## config.mk

```make
export PLATFORM = sky130hd
export DESIGN_NAME = sparse_polynomial_add_top
export DESIGN_NICKNAME = d
export VERILOG_FILES = /design/src/design/spa_pkg.sv /design/src/design/spa_ram.sv /design/src/design/spa_term_alu.sv /design/src/design/sparse_polynomial_add_top.sv
export SDC_FILE = /design/constraint.sdc
export NUM_CORES = 2
export LEC_CHECK = 0
export BUFFER_PORTS_ARGS = -buffer_cell sky130_fd_sc_hd__buf_2
export CAP_MARGIN = 20
export CORE_ASPECT_RATIO = 1.75
export CORE_MARGIN = 1.5
export CORE_UTILIZATION = 55
export CTS_BUF_LIST = sky130_fd_sc_hd__clkbuf_16
export CTS_CLUSTER_DIAMETER = 80
export DETAILED_ROUTE_END_ITERATION = 6
export PLACE_DENSITY = 0.75
export SLEW_MARGIN = 40
export SYNTH_ARGS = -nofsm -noshare
export SYNTH_HDL_FRONTEND = slang
export SYNTH_SLANG_ARGS = --single-unit
```

## constraint.sdc

```tcl
create_clock -name clock -period 8.5 [get_ports clock]
set_input_delay 0.425 -clock clock [delete_from_list [all_inputs] [get_ports clock]]
set_output_delay 0.425 -clock clock [all_outputs]
set_load 0.005 [all_outputs]
```

## src/design/spa_pkg.sv

```systemverilog
// Shared types and constants for the sparse polynomial adder.
// No dependencies; compiled first.
`timescale 1ns / 1ps

package spa_pkg;

   // Field widths of one stored term: coefficient above exponent.
   localparam int COEF_W  = 16;
   localparam int EXP_W   = 10;
   localparam int ENTRY_W = COEF_W + EXP_W;
   localparam int SUM_W   = COEF_W + 1;

   // Default number of terms each store can hold.
   localparam int TERM_DEPTH_DEF = 32;

   // Stream word widths.
   localparam int REQ_DATA_W = 32;
   localparam int RSP_DATA_W = 32;

   typedef enum logic [1:0] {
      CMD_LOAD_FIRST  = 2'd0,
      CMD_LOAD_SECOND = 2'd1,
      CMD_MERGE       = 2'd2,
      CMD_UNUSED      = 2'd3
   } cmd_type;

   // Outcome of one step of the merge.
   typedef struct packed {
      logic                    take_a;
      logic                    take_b;
      logic                    has_term;
      logic signed [SUM_W-1:0] coef;
      logic [EXP_W-1:0]        expo;
   } pick_type;

endpackage

```

## src/design/spa_ram.sv

```systemverilog
// Generic single-write, single-read RAM with registered read data.
// Standalone; no package needed.
`timescale 1ns / 1ps

module spa_ram #(
   parameter int WIDTH = 26,
   parameter int DEPTH = 32,
   localparam int ADDR_W = (DEPTH > 1) ? $clog2(DEPTH) : 1
) (
   input  logic              clock,
   input  logic              wr_en,
   input  logic [ADDR_W-1:0] wr_addr,
   input  logic [WIDTH-1:0]  wr_data,
   input  logic [ADDR_W-1:0] rd_addr,
   output logic [WIDTH-1:0]  rd_data
);

   logic [WIDTH-1:0] mem_ff [DEPTH];
   logic [WIDTH-1:0] rd_data_ff;

   always_ff @(posedge clock) begin
      if (wr_en) begin
         mem_ff[wr_addr] <= wr_data;
      end
      rd_data_ff <= mem_ff[rd_addr];
   end

   assign rd_data = rd_data_ff;

endmodule

```

## src/design/spa_term_alu.sv

```systemverilog
// Shared compare and add unit: picks the next result term from two list heads.
// Depends on spa_pkg.
`timescale 1ns / 1ps

module spa_term_alu (
   input  logic [spa_pkg::ENTRY_W-1:0] a_entry,
   input  logic [spa_pkg::ENTRY_W-1:0] b_entry,
   input  logic                        a_live,
   input  logic                        b_live,
   output spa_pkg::pick_type           pick
);
   import spa_pkg::*;

   logic signed [COEF_W-1:0] a_coef;
   logic signed [COEF_W-1:0] b_coef;
   logic [EXP_W-1:0]         a_exp;
   logic [EXP_W-1:0]         b_exp;
   logic signed [SUM_W-1:0]  sum;

   assign a_coef = a_entry[ENTRY_W-1:EXP_W];
   assign b_coef = b_entry[ENTRY_W-1:EXP_W];
   assign a_exp  = a_entry[EXP_W-1:0];
   assign b_exp  = b_entry[EXP_W-1:0];
   assign sum    = SUM_W'(a_coef) + SUM_W'(b_coef);

   always_comb begin
      pick = '0;
      if (a_live && b_live) begin
         if (a_exp == b_exp) begin
            // Equal exponents combine; a sum that cancels leaves no term.
            pick.take_a   = 1'b1;
            pick.take_b   = 1'b1;
            pick.has_term = (sum != '0);
            pick.coef     = sum;
            pick.expo     = a_exp;
         end else if (a_exp > b_exp) begin
            pick.take_a   = 1'b1;
            pick.has_term = 1'b1;
            pick.coef     = SUM_W'(a_coef);
            pick.expo     = a_exp;
         end else begin
            pick.take_b   = 1'b1;
            pick.has_term = 1'b1;
            pick.coef     = SUM_W'(b_coef);
            pick.expo     = b_exp;
         end
      end else if (a_live) begin
         pick.take_a   = 1'b1;
         pick.has_term = 1'b1;
         pick.coef     = SUM_W'(a_coef);
         pick.expo     = a_exp;
      end else if (b_live) begin
         pick.take_b   = 1'b1;
         pick.has_term = 1'b1;
         pick.coef     = SUM_W'(b_coef);
         pick.expo     = b_exp;
      end
   end

endmodule

```

## src/design/sparse_polynomial_add_top.sv

```systemverilog
// Top level of the sparse polynomial adder: term stores, merge sequencer, result register.
// Depends on spa_pkg, spa_ram and spa_term_alu.
`timescale 1ns / 1ps

// The block holds two polynomials, each a list of (coefficient, exponent) terms
// that the user loads one transaction at a time, highest exponent first. A
// merge transaction walks both lists with a single shared compare/add unit:
// every step reads the two list heads from the term RAMs (registered read)
// and evaluates them in the next cycle. A merge takes at most first_count +
// second_count steps, and a step waits while the result side stalls. One
// result term is held back until the next one is known, so that the final
// term can carry tlast; a sum that cancels to nothing gives the single term
// 0 x^0. Loads past TERM_DEPTH are dropped and reported in tuser on every
// result of the following merge. After a merge both lists start empty again.
// The input side is not ready while a merge is in progress. Command 3 is
// accepted and ignored.
module sparse_polynomial_add_top #(
   parameter int TERM_DEPTH = spa_pkg::TERM_DEPTH_DEF
) (
   input  logic                           clock,
   input  logic                           reset,
   input  logic                           req_tvalid,
   output logic                           req_tready,
   // [15:0] term_coef (signed), [25:16] term_exponent, [31:26] zero
   input  logic [spa_pkg::REQ_DATA_W-1:0] req_tdata,
   // [1:0] command
   input  logic [1:0]                     req_tuser,
   output logic                           rsp_tvalid,
   input  logic                           rsp_tready,
   // [16:0] sum_coef (signed), [26:17] sum_exponent, [31:27] zero
   output logic [spa_pkg::RSP_DATA_W-1:0] rsp_tdata,
   // [0] terms_dropped
   output logic [0:0]                     rsp_tuser,
   // last_term
   output logic                           rsp_tlast
);
   import spa_pkg::*;

   localparam int ADDR_W = (TERM_DEPTH > 1) ? $clog2(TERM_DEPTH) : 1;
   localparam int CNT_W  = $clog2(TERM_DEPTH + 1);

   typedef enum logic [3:0] {
      ST_IDLE   = 4'b0001,
      ST_READ   = 4'b0010,
      ST_EVAL   = 4'b0100,
      ST_FINISH = 4'b1000
   } state_type;

   state_type state_ff, state_in;

   logic [CNT_W-1:0] first_cnt_ff, first_cnt_in;
   logic [CNT_W-1:0] second_cnt_ff, second_cnt_in;
   logic [CNT_W-1:0] a_idx_ff, a_idx_in;
   logic [CNT_W-1:0] b_idx_ff, b_idx_in;
   logic             overflow_ff, overflow_in;

   // Held-back result term.
   logic                    pend_valid_ff, pend_valid_in;
   logic signed [SUM_W-1:0] pend_coef_ff, pend_coef_in;
   logic [EXP_W-1:0]        pend_exp_ff, pend_exp_in;

   // Result register.
   logic                    rsp_valid_ff, rsp_valid_in;
   logic signed [SUM_W-1:0] rsp_coef_ff, rsp_coef_in;
   logic [EXP_W-1:0]        rsp_exp_ff, rsp_exp_in;
   logic                    rsp_last_ff, rsp_last_in;
   logic                    rsp_drop_ff, rsp_drop_in;

   cmd_type                 req_cmd;
   logic [ENTRY_W-1:0]      req_entry;
   logic                    req_fire;
   logic                    out_free;
   logic                    first_full;
   logic                    second_full;
   logic                    first_wr;
   logic                    second_wr;
   logic                    a_live;
   logic                    b_live;
   logic [ENTRY_W-1:0]      a_entry;
   logic [ENTRY_W-1:0]      b_entry;
   pick_type                pick;

   assign req_cmd     = cmd_type'(req_tuser);
   assign req_entry   = {req_tdata[COEF_W-1:0], req_tdata[COEF_W+EXP_W-1:COEF_W]};
   assign req_tready  = (state_ff == ST_IDLE);
   assign req_fire    = req_tvalid && req_tready;
   assign out_free    = !rsp_valid_ff || rsp_tready;
   assign first_full  = (first_cnt_ff == CNT_W'(TERM_DEPTH));
   assign second_full = (second_cnt_ff == CNT_W'(TERM_DEPTH));
   assign first_wr    = req_fire && (req_cmd == CMD_LOAD_FIRST) && !first_full;
   assign second_wr   = req_fire && (req_cmd == CMD_LOAD_SECOND) && !second_full;
   assign a_live      = (a_idx_ff < first_cnt_ff);
   assign b_live      = (b_idx_ff < second_cnt_ff);

   spa_ram #(
      .WIDTH (ENTRY_W),
      .DEPTH (TERM_DEPTH)
   ) u_first_ram (
      .clock   (clock),
      .wr_en   (first_wr),
      .wr_addr (first_cnt_ff[ADDR_W-1:0]),
      .wr_data (req_entry),
      .rd_addr (a_idx_ff[ADDR_W-1:0]),
      .rd_data (a_entry)
   );

   spa_ram #(
      .WIDTH (ENTRY_W),
      .DEPTH (TERM_DEPTH)
   ) u_second_ram (
      .clock   (clock),
      .wr_en   (second_wr),
      .wr_addr (second_cnt_ff[ADDR_W-1:0]),
      .wr_data (req_entry),
      .rd_addr (b_idx_ff[ADDR_W-1:0]),
      .rd_data (b_entry)
   );

   spa_term_alu u_alu (
      .a_entry (a_entry),
      .b_entry (b_entry),
      .a_live  (a_live),
      .b_live  (b_live),
      .pick    (pick)
   );

   always_comb begin
      state_in      = state_ff;
      first_cnt_in  = first_cnt_ff;
      second_cnt_in = second_cnt_ff;
      a_idx_in      = a_idx_ff;
      b_idx_in      = b_idx_ff;
      overflow_in   = overflow_ff;
      pend_valid_in = pend_valid_ff;
      pend_coef_in  = pend_coef_ff;
      pend_exp_in   = pend_exp_ff;
      rsp_valid_in  = rsp_valid_ff && !rsp_tready;
      rsp_coef_in   = rsp_coef_ff;
      rsp_exp_in    = rsp_exp_ff;
      rsp_last_in   = rsp_last_ff;
      rsp_drop_in   = rsp_drop_ff;

      case (state_ff)
         ST_IDLE: begin
            if (req_fire) begin
               case (req_cmd)
                  CMD_LOAD_FIRST: begin
                     if (first_full) begin
                        overflow_in = 1'b1;
                     end else begin
                        first_cnt_in = first_cnt_ff + CNT_W'(1);
                     end
                  end
                  CMD_LOAD_SECOND: begin
                     if (second_full) begin
                        overflow_in = 1'b1;
                     end else begin
                        second_cnt_in = second_cnt_ff + CNT_W'(1);
                     end
                  end
                  CMD_MERGE: begin
                     a_idx_in      = '0;
                     b_idx_in      = '0;
                     pend_valid_in = 1'b0;
                     state_in      = ST_READ;
                  end
                  default: begin
                  end
               endcase
            end
         end

         ST_READ: begin
            // The RAMs capture the head addresses this cycle.
            if (a_live || b_live) begin
               state_in = ST_EVAL;
            end else begin
               state_in = ST_FINISH;
            end
         end

         ST_EVAL: begin
            // A new term displaces the held one, which then needs the result register.
            if (!(pick.has_term && pend_valid_ff && !out_free)) begin
               if (pick.has_term) begin
                  if (pend_valid_ff) begin
                     rsp_valid_in = 1'b1;
                     rsp_coef_in  = pend_coef_ff;
                     rsp_exp_in   = pend_exp_ff;
                     rsp_last_in  = 1'b0;
                     rsp_drop_in  = overflow_ff;
                  end
                  pend_valid_in = 1'b1;
                  pend_coef_in  = pick.coef;
                  pend_exp_in   = pick.expo;
               end
               if (pick.take_a) begin
                  a_idx_in = a_idx_ff + CNT_W'(1);
               end
               if (pick.take_b) begin
                  b_idx_in = b_idx_ff + CNT_W'(1);
               end
               state_in = ST_READ;
            end
         end

         ST_FINISH: begin
            if (out_free) begin
               rsp_valid_in  = 1'b1;
               rsp_coef_in   = pend_valid_ff ? pend_coef_ff : '0;
               rsp_exp_in    = pend_valid_ff ? pend_exp_ff : '0;
               rsp_last_in   = 1'b1;
               rsp_drop_in   = overflow_ff;
               pend_valid_in = 1'b0;
               first_cnt_in  = '0;
               second_cnt_in = '0;
               overflow_in   = 1'b0;
               state_in      = ST_IDLE;
            end
         end

         default: begin
            state_in = ST_IDLE;
         end
      endcase
   end

   always_ff @(posedge clock) begin
      if (reset) begin
         state_ff      <= ST_IDLE;
         first_cnt_ff  <= '0;
         second_cnt_ff <= '0;
         a_idx_ff      <= '0;
         b_idx_ff      <= '0;
         overflow_ff   <= 1'b0;
         pend_valid_ff <= 1'b0;
         rsp_valid_ff  <= 1'b0;
      end else begin
         state_ff      <= state_in;
         first_cnt_ff  <= first_cnt_in;
         second_cnt_ff <= second_cnt_in;
         a_idx_ff      <= a_idx_in;
         b_idx_ff      <= b_idx_in;
         overflow_ff   <= overflow_in;
         pend_valid_ff <= pend_valid_in;
         rsp_valid_ff  <= rsp_valid_in;
      end
   end

   always_ff @(posedge clock) begin
      pend_coef_ff <= pend_coef_in;
      pend_exp_ff  <= pend_exp_in;
      rsp_coef_ff  <= rsp_coef_in;
      rsp_exp_ff   <= rsp_exp_in;
      rsp_last_ff  <= rsp_last_in;
      rsp_drop_ff  <= rsp_drop_in;
   end

   assign rsp_tvalid   = rsp_valid_ff;
   assign rsp_tdata    = {(RSP_DATA_W - SUM_W - EXP_W)'(0), rsp_exp_ff, rsp_coef_ff};
   assign rsp_tuser[0] = rsp_drop_ff;
   assign rsp_tlast    = rsp_last_ff;

   // Counts never exceed the store depth.
   assert property (@(posedge clock) disable iff (reset)
      (first_cnt_ff <= CNT_W'(TERM_DEPTH)) && (second_cnt_ff <= CNT_W'(TERM_DEPTH)))
      else $error("term count beyond store depth");

   // Evaluation only happens while at least one list still has terms.
   assert property (@(posedge clock) disable iff (reset)
      (state_ff == ST_EVAL) |-> (a_live || b_live))
      else $error("merge step with both lists exhausted");

   // Finishing a merge empties both lists and the drop flag.
   assert property (@(posedge clock) disable iff (reset)
      (state_ff == ST_FINISH && out_free) |=>
         (first_cnt_ff == '0 && second_cnt_ff == '0 && !overflow_ff && rsp_tlast))
      else $error("merge end did not clear the lists");

   // No term is left held back once the block is idle.
   assert property (@(posedge clock) disable iff (reset)
      (state_ff == ST_IDLE) |-> !pend_valid_ff)
      else $error("held term left behind after merge");

endmodule
```

==> metrics.csv <==
stage;metric;value;unit
outcome;status;complete, no violations;
cts;clock-pin slew on the worst setup and hold paths;0.07;ns
sta;Final Hold Slack;0.104;ns
cts;Post-CTS Setup Repair Bufs;0;
finish;layout cells sized above 1;0.315;
sta;Fmax;0.214;GHz
sta;Hold Violations, Final;0;
synth;#FFs+latches synth;1803;
routing;Top Layer Used;met5;
placed_design;RD Place Congestion;0.862;
sta;worst setup margin;3.82;ns
synth;count of cell types in the netlist;76;
cts;Clock Latency Late Sink;0.78;ns
worst_setup_path;Critical Path AT;5.34;ns
sta;setup total negative slack;0;ns
die;Die Y;474;microns
global_routing;vias in the first global route;34700;
finish;register area;0.0533;sq mm
synth;most numerous cell in the Yosys netlist;edfxtp_1;
synth;simple-gate share of the synthesized area;0.0204;
synth;Synth Area in Compound Gates;0.0165;
synth;mapped cell area;0.0697;sq mm
finish;Layout area overhead;13.2;%
die;Ports;74;
routing;ANT nets after route;0;
synth;adder-cell share of the synthesized area;0.00854;
global_routing;pin count of the biggest net entering global routing;152;
finish;Util after Layout;0.628;
routing;DR WL met2;91800;microns
placed_design;dpl ws;3.79;ns
routing;met3 wire length;10600;microns
synth;Synth area leaders;edfxtp_1 74%, mux4_2 17%, dfxtp_1 2.4%;
synth;Synth Area in XOR/XNOR;0.00214;
cts;clk root buf;clkbuf_16;
synth;number of synthesized flops with an enable pin;1720;
sta;worst slew pin tran;0.910;ns
synth;post-synth top area share;0.741;
routing;Routed WL per cell;32.8;microns
placed_design;detailed placement HPWL;96700;microns
sta;Final Skew;0.0233;ns
placed_design;placed inst area;0.0738;sq mm
power;pwr dens;224;mW/mm^2
worst_setup_path;Slowest-stage cell, CP;dfxtp_4;
die;Core Rows;172;
global_routing;Tot GR Track Use;0.262;
cts;TritonCTS Buffers;151;
finish;Final Cell Area;0.0789;sq mm
cts;CTS tree;built;
finish;multi-input logic area;0.0163;sq mm
synth;ys async rst share;0;
cts;clk sink count;1803;
cts;Post-CTS Resized;0;
placed_design;IO Port Bufs;62;
synth;main combinational cell family by area after synthesis;multiplexers;
synth;Yosys top cell by area;edfxtp_1;
worst_setup_path;CP max stage delay;0.87;ns
sta;RSZ-0062 raised after global routing;no;
global_routing;grt ovf;0;
routing;met1 wire length;56100;microns
global_routing;first-pass GRT wire length;239000;microns
synth;mux cell area share after synthesis;0.178;
synth;most instantiated cells after synthesis;1,720 x edfxtp_1, 520 x mux4_2, 109 x nor2_1;
worst_setup_path;CP Class;reg -> reg;
cts;H-tree Lvls;4;
synth;post-synthesis sequential area ratio;0.765;
routing;Initial DRC Count;3967;
die;total core area;0.126;sq mm
worst_setup_path;CP Cell Sequence;ha_1 -> a21o_1 -> a31oi_1 -> o21ai_2 -> or3_1 -> or4b_1 -> nor4b_2 -> a31oi_2 -> or4_1 -> a211oi_1;
cts;Max Root-Sink Buffers;3;
power;worst vdd ir;0.170;mV
worst_setup_path;Setup crit end kind;flip-flop;
cts;# hold bufs at CTS;2;
sta;Period minus WS final;4.68;ns
synth;Syn Area/Cell;22.6;sq um
sta;Pins Over Slew Limit;0;
worst_setup_path;CP Max Fanout;33;
synth;Ys Warns;0;
worst_setup_path;crit path launch type;flip-flop;
finish;fillers;8101;
die;die width;272;microns
routing;vias per std cell;6.56;
finish;nets;3354;
routing;routed via count;33100;
sta;Setup Viol. Count Final;0;
routing;Post-route DRC;0;
routing;drt first pass iters;5;
worst_setup_path;Crit path max-delay family;simple AND/OR/NAND/NOR gates;
worst_setup_path;CP bufs+invs;0;
die;Starting Density;0.555;
sta;final worst-path cycle share;0.550;
flow_run;maxcap violations;0;
synth;Top FF cell, synth;edfxtp_1;
worst_setup_path;Data required, critical path;9.17;ns
routing;Total Wirelength;166000;microns
global_routing;initial antenna violation count;6;
die;Die ar.;0.129;sq mm
sta;Slew HR;0.394;
synth;Post-Synthesis Cells;3084;
power;P_leak;24.0;nW
hold_path;Hold WC Path Type;in -> reg;
==> stage by stage <==
step / total power, mW / instances
6_report: 17.7 / 5048
5_1_grt: 18.2 / 5045
3_5_place_dp: 10.9 / 4766
2_1_floorplan: 10.5 / 3088
3_3_place_gp: 10.8 / 4718
4_1_cts: 17.8 / 5044
==> cell type report <==
class                   count  area share
diodes                      3   0.0000951
clock buffers             158      0.0501
clock inverters           118      0.0132
inverters                  37     0.00176
multi-input cells        1101       0.206
flip-flops and latches   1803       0.676
well taps                1653      0.0262
repair buffers            175      0.0265
==> per-layer routing <==
layer / up-vias / GRT usage
li1: 13400 / -
met1: 17600 / 0.305
met2: 1691 / 0.482
met3: 389 / 0.0398
met4: 8 / 0.107
met5: - / 0
==> worst reg2reg max path, cell delays in order (launching register included) <==
cell and delay [ns]:
dfxtp_4 0.87, ha_1 0.39, a21o_1 0.18, a31oi_1 0.26, o21ai_2 0.22, or3_1 0.56, or4b_1 0.60, nor4b_2 0.36
a31oi_2 0.27, or4_1 0.57, a211oi_1 0.29
==> state kept, by name, indices dropped and copies added (netlist names), 4 cells and up <==
name,count
first_cnt_ff,6
rsp_coef_ff,17
u_first_ram.mem_ff,832
a_idx_ff,6
u_second_ram.mem_ff,832
state_ff,4
pend_coef_ff,17
b_idx_ff,6
pend_exp_ff,10
u_second_ram.rd_data,26
u_first_ram.rd_data,26
rsp_exp_ff,10
second_cnt_ff,6
==> logic make-up after synthesis <==
| logic type | after synthesis |
|---|---|
| AOI/OAI and AO/OA | 164 |
| xor gates and xnor gates | 17 |
| adders and majority gates | 47 |
| buffers and inverters | 184 |
| DFF | 1803 |
| muxes | 581 |
| other | 1 |
| and+or+nand+nor | 287 |
==> placed cells by master, fill, tap and decap left out, drive strengths merged, types with 6 or more instances in the layout <==
| cell | instances |
|---|---|
| edfxtp | 1720 |
| a31oi | 6 |
| clkinv | 59 |
| inv | 68 |
| o211ai | 9 |
| bufinv | 16 |
| a21oi | 32 |
| nor3 | 9 |
| mux2 | 53 |
| clkbuf | 158 |
| a22o | 11 |
| nor2 | 109 |
| or3 | 7 |
| o31ai | 7 |
| dfxtp | 83 |
| xnor2 | 13 |
| o21ai | 27 |
| buf | 173 |
| nand3 | 25 |
| nor2b | 32 |
| nand4 | 6 |
| or4 | 6 |
| a21o | 16 |
| a211oi | 8 |
| mux4 | 520 |
| clkinvlp | 12 |
| a22oi | 13 |
| nand2 | 51 |
| and2 | 9 |
| mux2i | 8 |
| ha | 46 |
==> worst paths after layout <==
path / cells past startpoint / end / slack (ns) / startpoint
setup reg to reg: 10 / b_idx_ff[5] / 3.82 / a_idx_ff[2]
hold / removal: 4 / state_ff[0] / 0.10 / req_tvalid
hold reg to reg: 0 / rsp_tuser / 0.44 / overflow_ff
setup / recovery: 10 / b_idx_ff[5] / 3.82 / a_idx_ff[2]
==> where the power goes <==
group / leakage (nW) / switching [mW] / internal (mW)
logic: 5.37 / 0.599 / 0.255
clock network: 2.51 / 3.11 / 3.88
registers: 16.2 / 0.0477 / 9.81
total: 24.0 / 3.76 / 13.9
Note: power is estimated with default switching activity, not from simulation.
